$ cat config.mk
export PLATFORM = sky130hd
export DESIGN_NAME = amgt_ctrl
export DESIGN_NICKNAME = d
export VERILOG_FILES = /design/src/design/amgt_pkg.sv /design/src/design/amgt_ctrl.sv
export SDC_FILE = /design/constraint.sdc
export NUM_CORES = 1
export LEC_CHECK = 0
export BUFFER_PORTS_ARGS = -buffer_cell sky130_fd_sc_hd__clkbuf_2
export CORE_MARGIN = 2
export CORE_UTILIZATION = 30
export DETAILED_ROUTE_END_ITERATION = 12
export GPL_TIMING_DRIVEN = 0
export HOLD_SLACK_MARGIN = 0.15
export RECOVER_POWER = 25
export SLEW_MARGIN = 30
export SYNTH_ARGS = -nofsm -noshare
export SYNTH_HDL_FRONTEND = slang
export SYNTH_SLANG_ARGS = --single-unit
$ cat constraint.sdc
create_clock -name clk -period 1.05 [get_ports clk]
set_input_delay 0.21 -clock clk [delete_from_list [all_inputs] [get_ports clk]]
set_output_delay 0.21 -clock clk [all_outputs]
set_load 0.005 [all_outputs]
$ cat src/design/amgt_pkg.sv
`timescale 1ns / 1ps
// Shared constants, command/status types and helper functions for the graph traversal block.
package amgt_pkg;

	localparam int N_VERT = 64;
	localparam int VIDX_W = $clog2(N_VERT);
	localparam int CNT_W  = VIDX_W + 1;
	localparam int WGT_W  = 16;

	localparam logic [WGT_W-1:0] NO_EDGE_WEIGHT = 16'hFFFF;

	localparam logic [1:0] FUNC_CLEAR    = 2'd0;
	localparam logic [1:0] FUNC_INSERT   = 2'd1;
	localparam logic [1:0] FUNC_TRAVERSE = 2'd2;

	// adjacency read address select
	localparam logic [1:0] RD_QUEUE = 2'd0;
	localparam logic [1:0] RD_A     = 2'd1;
	localparam logic [1:0] RD_B     = 2'd2;

	typedef struct packed {
		logic       latch_in;
		logic       clr_adj;
		logic [1:0] adj_rd_sel;
		logic       adj_wr_a;
		logic       adj_wr_b;
		logic       trv_init;
		logic       pop_head;
		logic       read_top;
		logic       bfs_load;
		logic       bfs_emit;
		logic       dfs_emit;
		logic       dfs_pop;
		logic       flush;
		logic       bad_out;
	} amgt_cmd_t;

	typedef struct packed {
		logic [1:0] in_func;
		logic       in_ins_ok;
		logic       in_start_ok;
		logic       dfs;
		logic       head_lt_tail;
		logic       tail_zero;
		logic       bfs_cand_zero;
		logic       dfs_cand_zero;
		logic       out_free;
	} amgt_stat_t;

	// index of the lowest set bit; zero when no bit is set
	function automatic logic [VIDX_W-1:0] lowest_idx(input logic [N_VERT-1:0] x);
		logic [N_VERT-1:0] oh;
		logic [VIDX_W-1:0] idx;
		begin
			oh  = x & (~x + N_VERT'(1));
			idx = '0;
			for (int i = 0; i < N_VERT; i++) begin
				if (oh[i]) idx = idx | VIDX_W'(i);
			end
			return idx;
		end
	endfunction

endpackage

$ cat src/design/amgt_ctrl.sv
`timescale 1ns / 1ps
// Controller state machine sequencing clear, insert and traversal work.
module amgt_ctrl import amgt_pkg::*; (
	input  logic       clk,
	input  logic       arst_n,
	input  logic       in_valid,
	output logic       in_stall,
	input  amgt_stat_t stat,
	output amgt_cmd_t  cmd
);

	localparam logic [3:0] S_IDLE     = 4'd0;
	localparam logic [3:0] S_CLEAR    = 4'd1;
	localparam logic [3:0] S_INS_RA   = 4'd2;
	localparam logic [3:0] S_INS_WA   = 4'd3;
	localparam logic [3:0] S_INS_RB   = 4'd4;
	localparam logic [3:0] S_INS_WB   = 4'd5;
	localparam logic [3:0] S_TRV_INIT = 4'd6;
	localparam logic [3:0] S_BAD      = 4'd7;
	localparam logic [3:0] S_BFS_POP  = 4'd8;
	localparam logic [3:0] S_BFS_ROW  = 4'd9;
	localparam logic [3:0] S_BFS_LOAD = 4'd10;
	localparam logic [3:0] S_BFS_EMIT = 4'd11;
	localparam logic [3:0] S_DFS_TOP  = 4'd12;
	localparam logic [3:0] S_DFS_ROW  = 4'd13;
	localparam logic [3:0] S_DFS_EVAL = 4'd14;
	localparam logic [3:0] S_FLUSH    = 4'd15;

	logic [3:0] state_q, state_d;

	assign in_stall = (state_q != S_IDLE);

	always_comb begin
		state_d = state_q;
		cmd     = '0;
		cmd.adj_rd_sel = RD_QUEUE;
		case (state_q)
			S_IDLE: begin
				if (in_valid) begin
					cmd.latch_in = 1'b1;
					case (stat.in_func)
						FUNC_CLEAR:    state_d = S_CLEAR;
						FUNC_INSERT:   state_d = stat.in_ins_ok ? S_INS_RA : S_IDLE;
						FUNC_TRAVERSE: state_d = stat.in_start_ok ? S_TRV_INIT : S_BAD;
						default:       state_d = S_IDLE;
					endcase
				end
			end
			S_CLEAR: begin
				cmd.clr_adj = 1'b1;
				state_d     = S_IDLE;
			end
			S_INS_RA: begin
				cmd.adj_rd_sel = RD_A;
				state_d        = S_INS_WA;
			end
			S_INS_WA: begin
				cmd.adj_wr_a = 1'b1;
				state_d      = S_INS_RB;
			end
			S_INS_RB: begin
				cmd.adj_rd_sel = RD_B;
				state_d        = S_INS_WB;
			end
			S_INS_WB: begin
				cmd.adj_wr_b = 1'b1;
				state_d      = S_IDLE;
			end
			S_TRV_INIT: begin
				cmd.trv_init = 1'b1;
				state_d      = stat.dfs ? S_DFS_TOP : S_BFS_POP;
			end
			S_BAD: begin
				if (stat.out_free) begin
					cmd.bad_out = 1'b1;
					state_d     = S_IDLE;
				end
			end
			S_BFS_POP: begin
				if (stat.head_lt_tail) begin
					cmd.pop_head = 1'b1;
					state_d      = S_BFS_ROW;
				end else begin
					state_d = S_FLUSH;
				end
			end
			S_BFS_ROW: state_d = S_BFS_LOAD;
			S_BFS_LOAD: begin
				cmd.bfs_load = 1'b1;
				state_d      = S_BFS_EMIT;
			end
			S_BFS_EMIT: begin
				if (stat.bfs_cand_zero) begin
					state_d = S_BFS_POP;
				end else if (stat.out_free) begin
					cmd.bfs_emit = 1'b1;
				end
			end
			S_DFS_TOP: begin
				if (stat.tail_zero) begin
					state_d = S_FLUSH;
				end else begin
					cmd.read_top = 1'b1;
					state_d      = S_DFS_ROW;
				end
			end
			// keep the top entry on the read port so the row holds through a stall
			S_DFS_ROW: begin
				cmd.read_top = 1'b1;
				state_d      = S_DFS_EVAL;
			end
			S_DFS_EVAL: begin
				cmd.read_top = 1'b1;
				if (stat.dfs_cand_zero) begin
					cmd.dfs_pop = 1'b1;
					state_d     = S_DFS_TOP;
				end else if (stat.out_free) begin
					cmd.dfs_emit = 1'b1;
					state_d      = S_DFS_TOP;
				end
			end
			S_FLUSH: begin
				if (stat.out_free) begin
					cmd.flush = 1'b1;
					state_d   = S_IDLE;
				end
			end
			default: state_d = S_IDLE;
		endcase
	end

	always_ff @(posedge clk or negedge arst_n) begin
		if (!arst_n) state_q <= S_IDLE;
		else         state_q <= state_d;
	end

endmodule

==> flow_summary.toml, run 1 <==
[logic_synthesis]
syn-cell-area_um2 = 510
synth_top_cell_area_share_pct = 19.6
synth.avg_cell_area_um2 = 7.51
ys_types = 28
ys_ff_latch = 4
ys_top_cells_by_area = "dfrtp_1 20%, buf_6 8.8%, nor2_1 6.6%, nand2_1 5.9%, nand2b_1 4.9%"
synth_nets = 81
syn_inst = 68
yosys.area.top_type = "dfrtp_1"
synth_warnings = 0
synth_seq_area_share_pct = 19.6

[placed_design]
place.gp.congestion = 0.871
hpwl_um = 1130
portBuffers = 28

[power_and_ir_drop]
seqPwrFrac_pct = 13.0
leakagePower_nw = 0.458
switching_share_pct = 45.1
total_power_mw = 2.61
pwr-share-comb_pct = 79.8
powerDensity_nw_per_um2 = 2920
pwr-share-clk_pct = 7.2
power.internal_mw = 1.43
switchingPower_mw = 1.18
ir_drop_uv = 1260

[drt]
route.vias.total = 662
drc = 0
first_iter_violations = 15
post_drt_wl_per_cell_um = 12.5
via_per_inst = 5.13
wirelength_um = 1610
first_pass_iters = 4
final_antenna_net_count = 0

[timing]
setup_ws_ps = -391
finalSetupTns_ps = -6380
fmax_ghz = 0.694
relSlewSlack_pct = 83.0
clock_skew_ps = 1.15
hold_viol_final = 0
setup-violations-final = 20
period_share_pct = 137
min_period_ps = 1440
rsz0062_at_grt = "true"
drv_slew = 0
tightest_slew_ps = 254

[global_routing]
use_met2_pct = 32.3
grt_max_degree = 11
grt_pass1_vias = 645
grt_pass1_wl_um = 2660
grt-busiest-layer = "met2"
antenna_found_initial = 0
grt_use_total_pct = 18.2
grt.met3_usage_pct = 3.20
grt_util_met1_pct = 20.2
overflow = 0

[final_layout]
diodes = 0
reg_top3 = "state_q: 4 flops"
multi_input_area_um2 = 432
layout.nets = 128
seqCellArea_um2 = 103
largest_reg_flops = 4
area_growth_pct = 75.2
drive_gt1_share_pct = 64.6
largest-register = "state_q"
final_common_cell = "clkbuf_2"
final_cell_mix = "20 x clkbuf_2, 10 x buf_4"
fillers = 152

[critical_path]
worst_ep_arrival_time_ps = 1230
cp-end-kind = "output pin"
rr_worst_depth = 6
worstPathMaxFanout = 5
critPathKind = "reg -> out"
r2r_setup_slack_ps = -330
required_ps = 840
r2r_start = "state_q[3]$_DFFE_PN0P_"
startpoint_type = "flip-flop"
startpoint = "state_q[0]$_DFFE_PN0P_"
cp-endpoint = "cmd[11]"
r2r_end = "state_q[2]$_DFFE_PN0P_"

[clock_network]
cts.path.max_buffers = 2
htree_num_levels = 1
cts_inserted_buffers = 3
clkTransAtPathRegs_ps = 40
clock_latency_ps = 230
cts_tree = "built"
clkSinkCount = 4
ctsRootBufferMaster = "clkbuf_4"

[flow_run]
drv_cap = 0

[floorplan]
ioPinCount = 29
core-area_um2 = 1560
die_area_um2 = 2050
rows = 14
die_h_um = 45.3
initial_utilization_pct = 32.7
fp.dieW_um = 45.3

[outcome]
violations = "negative setup slack"
status = "finished, violations left"

[hold_path]
hold_path.class = "in -> reg"
[synth_stat cells]
library cell  count
a31oi_2           1
nor3_2            1
nor3_1            5
a21o_1            1
and4bb_1          1
nand3_1           2
buf_6             4
dfrtp_1           4
nor3_4            1
o31ai_1           1
o21ai_1           5
o221ai_1          1
nand2b_1          4
o31ai_2           1
a21oi_1           3
and3_1            2
nand2_1           8
nand2_4           1
nor2_2            2
nor4_1            1
inv_1             4
nand2_2           1
a221oi_2          1
o21ai_0           1
nor2_1            9
mux2i_1           1
nand2b_4          1
or3_1             1
[power by group through the flow]
stage | sequential [mW] | combinational, mW | clock [mW]
5_1_grt | 0.351 | 2.25 | 0.202
3_3_place_gp | 0.360 | 1.39 | 0
4_1_cts | 0.334 | 1.94 | 0.196
3_5_place_dp | 0.356 | 1.39 | 0
6_report | 0.340 | 2.08 | 0.188
2_1_floorplan | 0.336 | 1.06 | 0
[kinds of logic after synthesis]
group | after synthesis | synth area share [%]
buffers and inverters | 8 | 11.8
muxes | 1 | 1.96
AOI/OAI and AO/OA | 15 | 21.3
and+or+nand+nor | 40 | 45.3
DFF | 4 | 19.6
[metal layers]
metal	part of all wire, %	vias up
li1	-	330
met1	41	306
met2	52	20
met3	3.7	6
met4	2.7	0
met5	0	-
[final cells by class]
cell class | instances | area share (%)
multi-input combinational | 56 | 48.3
timing repair buffer | 42 | 28.8
sequential | 4 | 11.5
buffer | 4 | 5.03
clock buffer | 3 | 2.52
tap | 16 | 2.24
inverter | 4 | 1.68
[stage by stage]
step / worst slack (ps) / std cells / area [µm²] / utilization, % / hold slack (ps)
2_1_floorplan: -97.3 / 68 / 531 / - / -85.6
3_3_place_gp: -256 / 112 / 691 / 44.3 / 16.1
3_5_place_dp: -263 / 112 / 691 / 44.3 / 18.3
4_1_cts: -399 / 127 / 866 / 55.5 / 306
5_1_grt: -488 / 129 / 895 / 57.4 / 336
6_report: -391 / 129 / 895 / 57.4 / 316
[how the worst min path moves through the flow]
stage | from | to | cells after the start
after floorplan | arst_n | state_q[0]$_DFFE_PN0P_ | 0
after global placement | arst_n | state_q[1]$_DFFE_PN0P_ | 1
after global routing | stat[0] | state_q[2]$_DFFE_PN0P_ | 4
after CTS | arst_n | state_q[0]$_DFFE_PN0P_ | 2
after detailed placement | arst_n | state_q[3]$_DFFE_PN0P_ | 1
final | stat[0] | state_q[2]$_DFFE_PN0P_ | 4
[timing repair]
item	in CTS	in global routing
hold buffers	1	0
pin swaps	11	5
endpoints found under the setup margin	20	20
buffers inserted	11	2
hold endpoints to repair	4	0
resized for setup	14	12
[worst max-delay path, stage by stage, from the launching register on]
cell      delay, ps
dfrtp_2         430
buf_6           140
nand2b_4        160
nor3_1          130
clkbuf_2        140
(Power assumes the default switching activity.)
==> run 2, diff against run 1 <==
CORE_UTILIZATION = 35   (was 30)
PLACE_DENSITY = 0.69   (was not set)
==> run 2 against run 1 <==
  * The run still ends with negative setup slack left
  * Critical path depth did not move
  * Largest cell class unchanged
  * Largest power group unchanged
  * Global-route usage rose by 4.6 points
  * Critical path type unchanged
  * Highest routed layer unchanged
  * Clock skew rose by 2.0 ps
  * Sequential share of layout area fell by 1.7 points
==> flow_summary.toml, run 2 (synthesis gave the netlist of run 1 again) <==
[final_layout]
diodes = 0
reg_top3 = "state_q: 4 flops"
largest_reg_flops = 4
layout.nets = 135
final_cell_area_um2 = 1060
final_cell_mix = "16 x clkbuf_2, 13 x buf_6, 11 x buf_2"
largest-register = "state_q"
final_common_cell = "clkbuf_2"
area_growth_pct = 108
drive_gt1_share_pct = 77.5
fillers = 87

[critical_path]
r2r_end = "state_q[2]$_DFFE_PN0P_"
worst_ep_arrival_time_ps = 1300
startpoint_type = "flip-flop"
r2r_setup_slack_ps = -370
r2r_start = "state_q[3]$_DFFE_PN0P_"
rr_worst_depth = 6
worstPathMaxFanout = 5
required_ps = 840
critPathKind = "reg -> out"
cp-end-kind = "output pin"

[floorplan]
ioPinCount = 29
die_h_um = 42.2
rows = 13
die_area_um2 = 1780
fp.dieW_um = 42.2
core-area_um2 = 1330
initial_utilization_pct = 38.3

[timing]
clock_skew_ps = 3.16
tightest_slew_ps = 334
hold_viol_final = 0
period_share_pct = 144
rsz0062_at_grt = "true"
relSlewSlack_pct = 77.6
setup_ws_ps = -462
setup-violations-final = 20
min_period_ps = 1510
fmax_ghz = 0.662
drv_slew = 0

[hold_path]
hold_path.class = "in -> async"

[outcome]
violations = "negative setup slack"
status = "finished, violations left"

[clock_network]
clock_latency_ps = 240
cts_inserted_buffers = 3
clkTransAtPathRegs_ps = 40
ctsRootBufferMaster = "clkbuf_4"
cts_tree = "built"
cts.path.max_buffers = 2
clkSinkCount = 4
htree_num_levels = 1

[drt]
first_pass_iters = 4
first_iter_violations = 18
via_per_inst = 5.19
route.vias.total = 700
final_antenna_net_count = 0
post_drt_wl_per_cell_um = 17.1
drc = 0
wirelength_um = 2310

[power_and_ir_drop]
ir_drop_uv = 1700
leakagePower_nw = 0.518
total_power_mw = 3.31
powerDensity_nw_per_um2 = 3120

[global_routing]
grt_max_degree = 11
grt_use_total_pct = 22.8
overflow = 0
grt_pass1_wl_um = 3020
grt_pass1_vias = 713
antenna_found_initial = 0

[placed_design]
post_dp_cell_area_um2 = 689
place.gp.congestion = 0.863
portBuffers = 28
hpwl_um = 1090

[flow_run]
drv_cap = 0
## run 2: changes by cell type in the layout (fill, tap and decap cells not counted), sizes merged
cell	previous run	this run
clkbuf	24	20
buf	24	35
## run 2: worst max-delay path by stage
stage	start	endpoint	slack (ps)	cells after the start
2_1_floorplan	state_q[0]$_DFFE_PN0P_	cmd[3]	-100	3
3_3_place_gp	state_q[0]$_DFFE_PN0P_	cmd[3]	-260	4
3_5_place_dp	state_q[0]$_DFFE_PN0P_	cmd[3]	-270	4
4_1_cts	state_q[0]$_DFFE_PN0P_	cmd[2]	-400	4
5_1_grt	state_q[0]$_DFFE_PN0P_	cmd[14]	-490	4
6_report	state_q[0]$_DFFE_PN0P_	cmd[14]	-460	4
## run 2: area by class of cell
cell class | instances | area, µm² | share of cell area [%]
inverter | 4 | 15.0 | 1.41
clock buffer | 3 | 22.5 | 2.12
tap | 15 | 18.8 | 1.77
timing repair buffer | 49 | 349 | 32.9
multi-input combinational | 56 | 499 | 47.0
buffer | 4 | 53.8 | 5.06
sequential | 4 | 104 | 9.78
## run 2: critical path, stage by stage, from the launching register on
cell and delay [ps]:
dfrtp_2 420, buf_6 130, nor2_4 190, and3_4 220, buf_6 90
## run 2: repair_timing
item,4_1_cts,5_1_grt
pin swaps,10,8
buffers inserted,15,4
setup endpoints to repair,20,20
endpoints found under the hold margin,4,0
cloned,1,0
gates resized for setup,20,35
hold buffers,1,0
## run 2: report_power, final
group	switching, mW	internal (mW)
combinational	1.36	1.41
sequential	0.0919	0.252
clock	0.0674	0.128
total	1.52	1.79
## run 2: per-layer routing
layer  routed length, µm  track usage (%)  vias up
li1                    -                -      345
met1                 901             26.2      329
met2                1300             38.8       21
met3                  72             3.88        5
met4                  37             13.8        0
met5                   0                0        -
## run 2: through the flow
stage               hold slack [ps]  worst slack (ps)  instances  TNS, ps  util (%)
global placement               15.7              -256        111    -3180      51.7
detailed placement             21.6              -270        111    -3290      51.7
finish                          329              -462        135    -6940      79.6
floorplan                     -85.6             -97.3         68     -625         -
CTS                             306              -401        131    -6160      70.1
global route                    367              -489        135    -7810      79.6
